**src/tsr_pkg.sv**
```systemverilog
package tsr_pkg;

  localparam int MAX_CONTESTANTS = 64;
  localparam int SCORE_BITS      = 10;

  localparam int IDX_BITS    = $clog2(MAX_CONTESTANTS);
  localparam int CNT_BITS    = $clog2(MAX_CONTESTANTS + 1);
  localparam int JUDGE_BITS  = 8;
  localparam int NCONT_BITS  = 7;
  localparam int SUM_BITS    = SCORE_BITS + JUDGE_BITS;
  localparam int EDGE_BITS   = SCORE_BITS + 1;
  localparam int TOTAL_BITS  = 20;
  localparam int CFG_IDX_BITS  = 2;
  localparam int CFG_DATA_BITS = 8;

  // configuration register indexes
  localparam logic [CFG_IDX_BITS-1:0] REG_NUM_CONTESTANTS = 2'd0;
  localparam logic [CFG_IDX_BITS-1:0] REG_NUM_JUDGES      = 2'd1;

  // table write and round hand-off from accumulator to ranker
  typedef struct packed {
    logic                  wr_en;
    logic [IDX_BITS-1:0]   wr_addr;
    logic [TOTAL_BITS-1:0] wr_data;
    logic                  round_done;
    logic [CNT_BITS-1:0]   round_n;
  } acc_to_rank_t;

endpackage

```
**src/tsr_accum.sv**
```systemverilog
module tsr_accum import tsr_pkg::*; (
  input  logic                  clk,
  input  logic                  rst,
  input  logic                  accept,
  input  logic [SCORE_BITS-1:0] score,
  input  logic [JUDGE_BITS-1:0] num_judges,
  input  logic [CNT_BITS-1:0]   n_eff,
  output logic                  busy,
  output acc_to_rank_t          to_rank
);

  logic [SCORE_BITS-1:0] score_q;
  logic                  proc;
  logic [SUM_BITS-1:0]   run_sum;
  logic [SCORE_BITS-1:0] run_min;
  logic [SCORE_BITS-1:0] run_max;
  logic [JUDGE_BITS-1:0] judge_count;
  logic                  second_category;
  logic [CNT_BITS-1:0]   contestant_count;
  logic [TOTAL_BITS-1:0] first_total;

  logic [SUM_BITS-1:0]   sum_next;
  logic [SCORE_BITS-1:0] min_next;
  logic [SCORE_BITS-1:0] max_next;
  logic [JUDGE_BITS-1:0] count_next;
  logic [EDGE_BITS-1:0]  edge_sum;
  logic [SUM_BITS-1:0]   trimmed;
  logic                  cat_done;
  logic [IDX_BITS-1:0]   idx;
  logic [CNT_BITS-1:0]   idx_plus;
  logic                  round_end;

  // running statistics including the held score
  always_comb begin
    sum_next   = run_sum + SUM_BITS'(score_q);
    min_next   = (score_q < run_min) ? score_q : run_min;
    max_next   = (score_q > run_max) ? score_q : run_max;
    count_next = judge_count + JUDGE_BITS'(1);
    cat_done   = (count_next == '0) || (count_next >= num_judges);
    edge_sum   = EDGE_BITS'(min_next) + EDGE_BITS'(max_next);
    trimmed    = (sum_next > SUM_BITS'(edge_sum)) ? (sum_next - SUM_BITS'(edge_sum)) : '0;
  end

  // table slot of the current contestant
  always_comb begin
    if (contestant_count >= CNT_BITS'(MAX_CONTESTANTS)) begin
      idx = IDX_BITS'(MAX_CONTESTANTS - 1);
    end else begin
      idx = contestant_count[IDX_BITS-1:0];
    end
    idx_plus  = CNT_BITS'(idx) + CNT_BITS'(1);
    round_end = proc && cat_done && second_category && !(idx_plus < n_eff);
  end

  // table write on each finished category
  always_comb begin
    to_rank.wr_en      = proc && cat_done;
    to_rank.wr_addr    = idx;
    to_rank.wr_data    = second_category ? (first_total + TOTAL_BITS'(trimmed))
                                         : TOTAL_BITS'(trimmed);
    to_rank.round_done = round_end;
    to_rank.round_n    = n_eff;
  end

  assign busy = proc;

  // score folding and category sequencing
  always_ff @(posedge clk) begin
    if (rst) begin
      proc             <= 1'b0;
      run_sum          <= '0;
      run_min          <= '1;
      run_max          <= '0;
      judge_count      <= '0;
      second_category  <= 1'b0;
      contestant_count <= '0;
    end else begin
      proc <= accept;
      if (proc) begin
        if (!cat_done) begin
          run_sum     <= sum_next;
          run_min     <= min_next;
          run_max     <= max_next;
          judge_count <= count_next;
        end else begin
          run_sum     <= '0;
          run_min     <= '1;
          run_max     <= '0;
          judge_count <= '0;
          if (!second_category) begin
            second_category <= 1'b1;
          end else begin
            second_category <= 1'b0;
            if (idx_plus < n_eff) begin
              contestant_count <= idx_plus;
            end else begin
              contestant_count <= '0;
            end
          end
        end
      end
    end
  end

  // payload registers
  always_ff @(posedge clk) begin
    if (accept) begin
      score_q <= score;
    end
    if (proc && cat_done && !second_category) begin
      first_total <= TOTAL_BITS'(trimmed);
    end
  end

endmodule

```
**src/tsr_rank.sv**
```systemverilog
module tsr_rank import tsr_pkg::*; (
  input  logic                  clk,
  input  logic                  rst,
  input  acc_to_rank_t          from_acc,
  output logic                  busy,
  output logic                  strobe,
  output logic [IDX_BITS-1:0]   contestant,
  output logic [TOTAL_BITS-1:0] total,
  output logic                  last
);

  typedef enum logic [1:0] {
    R_IDLE,
    R_SCAN,
    R_DRAIN
  } rank_state_t;

  rank_state_t state;

  logic [TOTAL_BITS-1:0]      totals_mem [MAX_CONTESTANTS];
  logic [TOTAL_BITS-1:0]      rd_data;
  logic [IDX_BITS-1:0]        rd_addr;
  logic [IDX_BITS-1:0]        addr_q;
  logic                       rd_valid_q;
  logic [TOTAL_BITS-1:0]      best;
  logic [IDX_BITS-1:0]        best_idx;
  logic                       found;
  logic [IDX_BITS-1:0]        rank;
  logic [CNT_BITS-1:0]        n_q;
  logic [MAX_CONTESTANTS-1:0] emitted;

  logic                       take;
  logic [TOTAL_BITS-1:0]      cand_total;
  logic [IDX_BITS-1:0]        cand_idx;
  logic                       last_addr;
  logic                       last_rank;

  // totals table: one write port, registered read
  always_ff @(posedge clk) begin
    if (from_acc.wr_en) begin
      totals_mem[from_acc.wr_addr] <= from_acc.wr_data;
    end
    rd_data <= totals_mem[rd_addr];
  end

  // shared compare: strictly greater keeps the earliest index on ties
  always_comb begin
    take       = rd_valid_q && !emitted[addr_q] && (!found || (rd_data > best));
    cand_total = take ? rd_data : best;
    cand_idx   = take ? addr_q : best_idx;
    last_addr  = (CNT_BITS'(rd_addr) == (n_q - CNT_BITS'(1)));
    last_rank  = (CNT_BITS'(rank) == (n_q - CNT_BITS'(1)));
  end

  assign busy = (state != R_IDLE);

  // scan sequencer: one pass over the table per rank
  always_ff @(posedge clk) begin
    if (rst) begin
      state      <= R_IDLE;
      rd_addr    <= '0;
      rd_valid_q <= 1'b0;
      found      <= 1'b0;
      rank       <= '0;
      n_q        <= CNT_BITS'(1);
      emitted    <= '0;
      strobe     <= 1'b0;
      last       <= 1'b0;
    end else begin
      strobe     <= 1'b0;
      rd_valid_q <= 1'b0;
      addr_q     <= rd_addr;
      case (state)
        R_IDLE: begin
          if (from_acc.round_done) begin
            state   <= R_SCAN;
            n_q     <= from_acc.round_n;
            rd_addr <= '0;
            rank    <= '0;
            found   <= 1'b0;
            emitted <= '0;
          end
        end
        R_SCAN: begin
          rd_valid_q <= 1'b1;
          best       <= cand_total;
          best_idx   <= cand_idx;
          found      <= found || take;
          if (last_addr) begin
            state <= R_DRAIN;
          end else begin
            rd_addr <= rd_addr + IDX_BITS'(1);
          end
        end
        R_DRAIN: begin
          strobe             <= 1'b1;
          contestant         <= cand_idx;
          total              <= cand_total;
          last               <= last_rank;
          emitted[cand_idx]  <= 1'b1;
          found              <= 1'b0;
          rd_addr            <= '0;
          rank               <= rank + IDX_BITS'(1);
          if (last_rank) begin
            state <= R_IDLE;
          end else begin
            state <= R_SCAN;
          end
        end
        default: begin
          state <= R_IDLE;
        end
      endcase
    end
  end

endmodule

```
**src/trimmed_score_ranking_unit.sv**
```systemverilog
// Judge scores go in one per start pulse while busy is low. Each accepted score
// is folded into the running sum, minimum and maximum in the cycle after it is
// taken; busy is high while it is folded, so no new score is taken then. After
// the last score of the last contestant the block ranks the stored totals,
// highest first and equal totals in arrival order: for each rank one read pass
// over the totals memory picks the best remaining entry through a single
// comparator, and busy stays high until the whole round is ranked. Each ranked
// item appears on contestant, total and last for exactly one cycle with strobe
// high; the receiver cannot stall, so it must take every strobed item.
// Configuration writes are taken at any time but are meant to be made only
// while the block is idle.
module trimmed_score_ranking_unit import tsr_pkg::*; (
  input  logic                     clk,
  input  logic                     rst,
  input  logic                     start,
  output logic                     busy,
  input  logic [SCORE_BITS-1:0]    score,
  input  logic                     cfg_valid,
  output logic                     cfg_ready,
  input  logic [CFG_IDX_BITS-1:0]  cfg_index,
  input  logic [CFG_DATA_BITS-1:0] cfg_data,
  output logic                     strobe,
  output logic [IDX_BITS-1:0]      contestant,
  output logic [TOTAL_BITS-1:0]    total,
  output logic                     last
);

  logic [NCONT_BITS-1:0] num_contestants;
  logic [JUDGE_BITS-1:0] num_judges;
  logic [CNT_BITS-1:0]   n_eff;
  logic                  accept;
  logic                  acc_busy;
  logic                  rank_busy;
  acc_to_rank_t          acc_to_rank;

  assign cfg_ready = 1'b1;
  assign busy      = acc_busy || rank_busy;
  assign accept    = start && !busy;

  // configuration registers
  always_ff @(posedge clk) begin
    if (rst) begin
      num_contestants <= NCONT_BITS'(1);
      num_judges      <= JUDGE_BITS'(3);
    end else if (cfg_valid && cfg_ready) begin
      case (cfg_index)
        REG_NUM_CONTESTANTS: num_contestants <= cfg_data[NCONT_BITS-1:0];
        REG_NUM_JUDGES:      num_judges      <= cfg_data[JUDGE_BITS-1:0];
        default: begin
        end
      endcase
    end
  end

  // contestant count clamped to the table size, zero taken as one
  always_comb begin
    if (num_contestants == '0) begin
      n_eff = CNT_BITS'(1);
    end else if (32'(num_contestants) > MAX_CONTESTANTS) begin
      n_eff = CNT_BITS'(MAX_CONTESTANTS);
    end else begin
      n_eff = CNT_BITS'(num_contestants);
    end
  end

  tsr_accum u_accum (
    .clk        (clk),
    .rst        (rst),
    .accept     (accept),
    .score      (score),
    .num_judges (num_judges),
    .n_eff      (n_eff),
    .busy       (acc_busy),
    .to_rank    (acc_to_rank)
  );

  tsr_rank u_rank (
    .clk        (clk),
    .rst        (rst),
    .from_acc   (acc_to_rank),
    .busy       (rank_busy),
    .strobe     (strobe),
    .contestant (contestant),
    .total      (total),
    .last       (last)
  );

endmodule

```
**config.mk**
```make
export PLATFORM = sky130hd
export DESIGN_NAME = trimmed_score_ranking_unit
export DESIGN_NICKNAME = d
export VERILOG_FILES = /design/src/tsr_pkg.sv /design/src/tsr_accum.sv /design/src/tsr_rank.sv /design/src/trimmed_score_ranking_unit.sv
export SDC_FILE = /design/constraint.sdc
export NUM_CORES = 2
export LEC_CHECK = 0
export BUFFER_PORTS_ARGS = -buffer_cell sky130_fd_sc_hd__buf_2
export CAP_MARGIN = 15
export CORE_MARGIN = 3
export CORE_UTILIZATION = 35
export CTS_CLUSTER_DIAMETER = 100
export DETAILED_ROUTE_END_ITERATION = 12
export SLEW_MARGIN = 20
export SYNTH_ARGS = -nofsm -noshare
export SYNTH_HDL_FRONTEND = slang
export SYNTH_HIERARCHICAL = 1
export SYNTH_SLANG_ARGS = --single-unit
```
**constraint.sdc**
```tcl
create_clock -name clk -period 10.8 [get_ports clk]
set_clock_uncertainty 0.2 [all_clocks]
set_input_delay 2.7 -clock clk [delete_from_list [all_inputs] [get_ports clk]]
set_output_delay 2.7 -clock clk [all_outputs]
set_load 0.05 [all_outputs]
```
### Word-level counts from Yosys, hierarchy flattened

Memories as Yosys holds them, arrays and structs flattened. A register that Yosys moved wholly into a read port is not among the register bits.
Index checks and enable logic that the tools add are counted.

| storage, ports and cells | value |
|---|---|
| flip-flop bits (word level) | 245 |
| bits in writable memories | 1,280 |
| input bits | 24 |
| logic and storage cells | 126 |
| memories kept | 1 |

Memory list:

| memory | words | bits a word | rd ports | clocked after memory_dff | wr ports | line | source |
|---|---|---|---|---|---|---|---|
| u_rank.totals_mem | 64 | 20 | 1 | 1 | 1 | tsr_rank.sv:20 | `logic [TOTAL_BITS-1:0] totals_mem [MAX_CONTESTANTS];` |

| cells by class | value |
|---|---|
| add/sub/neg operators | 9 |
| magnitude comparators | 11 |
| equality and inequality tests | 8 |
| multiplexer cells | 35 |
| bitwise gates (word level) | 2 |
| reductions and logical operators | 35 |

Operators with widths:

| operator | count |
|---|---|
| $pmux 64 s2 | 1 |
| $mux 64 | 1 |
| $or 64x64->64 | 1 |
| $mux 10 | 4 |
| $mux 20 | 2 |
| $mux 18 | 2 |
| $mux 6 | 4 |
| $mux 7 | 3 |
| $gt 20x20->1 | 1 |
| $add 18x18->19 | 1 |
| $add 18x10->18 | 1 |
| $gt 18x11->1 | 1 |
| $pmux 6 s3 | 1 |
| $reduce_and 2->1 | 9 |
| $sub 18x11->18 | 1 |
| $eq 6x7->1 | 2 |
| $lt 6x7->1 const B | 2 |
| $add 6x1->6 const B | 2 |
| $pmux 6 s2 | 1 |
| $add 10x10->11 | 1 |
| $gt 10x10->1 | 1 |
| $lt 10x10->1 | 1 |
| $mux 1 | 9 |
| $add 8x1->8 const B | 1 |
| other kinds (27) | 47 |

### Longest topological paths before layout

| depth | value |
|---|---|
| word-level depth | 12 |
| gate-level depth with buffers | 42 |
| mapped depth without buffers | 40 |

### Modules after synthesis

The synthesis kept the hierarchy.

By module, submodules not included:

| module | times used | cells each | area each (um2) |
|---|---|---|---|
| tsr_rank | 1 | 2,614 | 56,815.7 |
| tsr_accum | 1 | 791 | 6,911.6 |
| trimmed_score_ranking_unit | 1 | 74 | 711.9 |

### Least setup slack after synthesis

No wires, ideal clock.

| path | value |
|---|---|
| path kind | register to register |
| start | register u_accum.score_q[3] |
| end | memory u_rank.totals_mem[0][18] (data pin) |
| data arrival time | 8,794 ps |
| required time | 10,052 ps |
| slack | 1,258 ps |
| stages on the path, launching flop included | 38 |
| clock period less this slack | 9,542 ps |
| path through | edfxtp_1 -> ha_1 -> a21o_1 -> a21o_1 -> a21oi_1 -> nor2_1 -> a2111oi_0 -> a31oi_1 -> mux2_2 -> ha_1 -> fa_1 -> a21o_1 -> a21oi_1 -> o21bai_1 -> a21oi_1 -> nor2b_1 -> o21a_1 -> or3_1 -> [2 not listed] -> a21oi_1 -> inv_1 -> a41o_1 -> a21boi_0 -> o21ai_1 -> nor3_4 -> buf_2 -> nor2_1 -> ha_1 -> nor2b_1 -> o21ai_0 -> a21boi_0 -> a211o_1 -> a41oi_1 -> a21oi_1 -> a31oi_1 -> nand2b_1 -> a21oi_1 |

RTL lines:

| item | line | source |
|---|---|---|
| start, declared | tsr_accum.sv:12 | `logic [SCORE_BITS-1:0] score_q;` |
| start signal, assigned | tsr_accum.sv:108 | `score_q <= score;` |
| end, declared | tsr_rank.sv:20 |  |

==> results.yml <==
status:
  status: "finished, final reports clean"
setup_path:
  path_class: "reg -> reg"
  cp_data_arrival_time_ns: 9.80
  cp-start-kind: "register"
  crit_slowest_cell: "nor3_4"
  critPathCaptureType: "register"
  cp_max_fo: 33
  cp_common_cell: "a21oi_1"
  critical-path-max-stage-delay_ns: 0.49
  worstPathRequired_ns: 11.15
clock_tree:
  tritoncts: "yes"
  cts_made_buffers: 162
  post_cts_resized: 0
  cts.sinks: 1545
  post-cts-setup-buffer-count: 0
  clockRootBuffer: "clkbuf_16"
  insertion_delay_ns: 0.79
  h-tree-depth: 4
  clk_pin_slew_ns: 0.06
  clock_path_buffers: 3
  ctsHoldBuffers: 0
die:
  io_pins: 54
  initial_core_util_pct: 35.4
  die-area_mm2: 0.189
  design.core.area_mm2: 0.182
  die_y_um: 435
  fp-row-count: 156
  die_w_um: 435
logic_synthesis:
  async_reset_ff_share_pct: 0
  yosysWarningCount: 6
  synth_top_area_cell: "edfxtp_1"
  ys_seq_elements: 1545
  synth_area_mm2: 0.0644
  synth.yosys.seq_area_share_pct: 69.2
  ys.flop_type: "edfxtp_1"
  yosys-top-cells-area: "edfxtp_1 64%, mux4_2 15%, dfxtp_1 5.6%"
  synth_top_area_share_pct: 63.7
  avgSynthCellArea_um2: 18.5
  synth_fp_nets: 3614
  ys_types: 86
  syn_inst: 3479
  synth_edf_count: 1366
power:
  switchingPower_uw: 3720
  ir_worst_vdd_mv: 0.154
  p_per_area_mw_per_mm2: 202
  sw_frac_of_total_pct: 25.1
  power_frac_comb_pct: 12.4
  pwr-share-seq_pct: 50.2
  power.internal_uw: 11100
  p_leak_uw: 0.0236
  power_frac_clock_pct: 37.4
final_layout:
  design_area_mm2: 0.0735
  fin_cells: 6202
  area_growth_syn_to_layout_pct: 14.1
  nFillCells: 16100
  fin_nets: 3758
  drive_gt1_share_pct: 26.7
routing:
  ant_nets: 0
  detail_route.wl_per_cell_um: 26.3
  drt_iter0_drc: 3634
  dr.pass1.iters: 6
  vias_per_cell: 5.45
  drcViolationCount: 0
  routed_wl_mm: 163
  vias: 33800
placement:
  pre_cts_ws_ns: 1.35
  placed_cell_area_mm2: 0.0682
  port_buffers: 52
  dp_hpwl_mm: 93.6
  dp_cells: 5908
  gp_congestion: 0.813
sta:
  rsz0062_at_grt: "no"
  min_period_ns: 9.44
  min_period_over_period_pct: 87.5
  worst_pin_slew_ns: 1.12
  final.setup.worst_slack_ns: 1.36
  hold_viol: 0
  tns_ns: 0
  max_freq_mhz: 106
  maxSlewViolCount: 0
  setup_viol: 0
  slew_headroom_pct: 25.3
global_routing:
  grt_overflow_total: 0
  grt_start_max_net_pins: 140
  grt_pass1_wl_mm: 239
  grt_usage_pct: 17.1
  grt_pass1_vias: 33900
  grt_antenna_before_repair: 8
worst_hold_path:
  hold_path_class: "reg -> reg"
job:
  maxCapViolations: 0
-- Yosys cell counts, types with 20 or more instances --
cell / instances
nor3_1: 27
mux2_2: 28
xor2_1: 34
edfxtp_1: 1366
ha_1: 107
nor2b_1: 26
mux2_1: 26
dfxtp_1: 179
nand3_1: 45
a21oi_1: 88
nand2_1: 90
a22oi_1: 146
mux2i_1: 93
nand2b_1: 52
clkbuf_1: 115
mux4_2: 434
inv_1: 89
nor2_1: 173
xnor2_1: 43
o21ai_0: 30
a21o_1: 23
buf_4: 20
buf_2: 38
-- layer usage --
metal / GRT usage [%] / vias to the layer above / part of all wire, %
met5: 0 / - / 0
met4: 4.64 / 0 / 2.3
met3: 3.13 / 210 / 6.7
met2: 27.8 / 1214 / 49
met1: 23.6 / 18000 / 42
li1: - / 14400 / -
-- flip-flops by register name, summed over array words and instances (netlist names), 7 cells and up --
signal,flops
u_accum/run_sum,18
num_judges,8
u_rank/total,20
u_accum/score_q,10
num_contestants,7
u_rank/best,20
u_accum/first_total,18
u_rank/rd_data,20
u_rank/totals_mem,1280
u_accum/run_min,10
u_accum/contestant_count,7
u_rank/n_q,7
u_rank/emitted,64
u_accum/run_max,10
u_accum/judge_count,8
-- cells by family after synthesis --
family | count (synthesis) | share of synthesized area [%]
xor gates and xnor gates | 80 | 1.14
DFF | 1545 | 69.2
muxes | 581 | 17.6
adders and majority gates | 111 | 2.20
AOI/OAI and AO/OA | 381 | 4.14
and+or+nand+nor | 499 | 3.85
buffers and inverters | 280 | 1.88
other | 2 | 0.0117
-- worst max-delay path, delay by kind of cell, from the launching register on --
kind	cells	cell delay, ns
adder cells (fa/ha/maj)	5	1.54
AO/OA/AOI/OAI	21	4.47
multiplexers	1	0.32
XOR/XNOR	1	0.20
AND/OR/NAND/NOR	7	1.20
flip-flops	1	0.48
buffers and inverters	4	0.78
-- through the flow --
| stage | power (µW) | hold slack (ns) | utilization [%] |
|---|---|---|---|
| 2_1_floorplan | 8660 | 0.231 | - |
| 3_3_place_gp | 9360 | 0.254 | 37.5 |
| 3_5_place_dp | 9440 | 0.261 | 37.5 |
| 4_1_cts | 15000 | 0.270 | 40.4 |
| 5_1_grt | 15400 | 0.294 | 40.4 |
| 6_report | 14800 | 0.268 | 40.4 |
-- cell type report --
| type | instances | area (µm²) | share of cell area, % |
|---|---|---|---|
| clock inverter | 92 | 887 | 1.21 |
| multi-input combinational | 1654 | 19000 | 25.9 |
| timing repair buffer | 171 | 1210 | 1.65 |
| antenna | 2 | 5.00 | 0.00681 |
| inverter | 89 | 334 | 0.454 |
| clock buffer | 200 | 4380 | 5.96 |
| sequential | 1545 | 44600 | 60.7 |
| tap | 2449 | 3060 | 4.17 |
-- power groups by stage --
stage / combinational (µW) / sequential [µW] / clock (µW)
2_1_floorplan: 1040 / 7630 / 0
3_3_place_gp: 1790 / 7570 / 0
3_5_place_dp: 1870 / 7570 / 0
4_1_cts: 1880 / 7440 / 5650
5_1_grt: 2050 / 7440 / 5910
6_report: 1840 / 7440 / 5540
-- final timing paths --
kind / start / end / slack [ns] / cells after the start
hold / removal: u_accum/run_sum[0] / u_accum/run_sum[0] / 0.27 / 2
hold reg to reg: u_accum/run_sum[0] / u_accum/run_sum[0] / 0.27 / 2
setup / recovery: u_accum/score_q[3] / u_rank/totals_mem[57][16] / 1.36 / 39
setup reg to reg: u_accum/score_q[3] / u_rank/totals_mem[57][16] / 1.36 / 39
-- layout by cell type, fill, tap and decap left out, types with 25 or more instances in the layout --
master        n
inv_1        89
nand3_1      45
mux4_2      434
clkbuf_16   167
mux2_2       28
nor2_1      107
a21oi_1      87
xnor2_1      43
buf_2        51
ha_1        107
nor2_2       66
nand2_1      90
o21ai_0      30
clkinv_2     31
dfxtp_1     173
mux2i_1      92
clkinv_1     30
mux2_1       26
nor3_1       25
edfxtp_1   1366
a22oi_1     146
nor2b_1      26
nand2b_1     52
xor2_1       34
buf_4       116
clkbuf_1     25
Note: power is estimated with default switching activity, not from simulation.
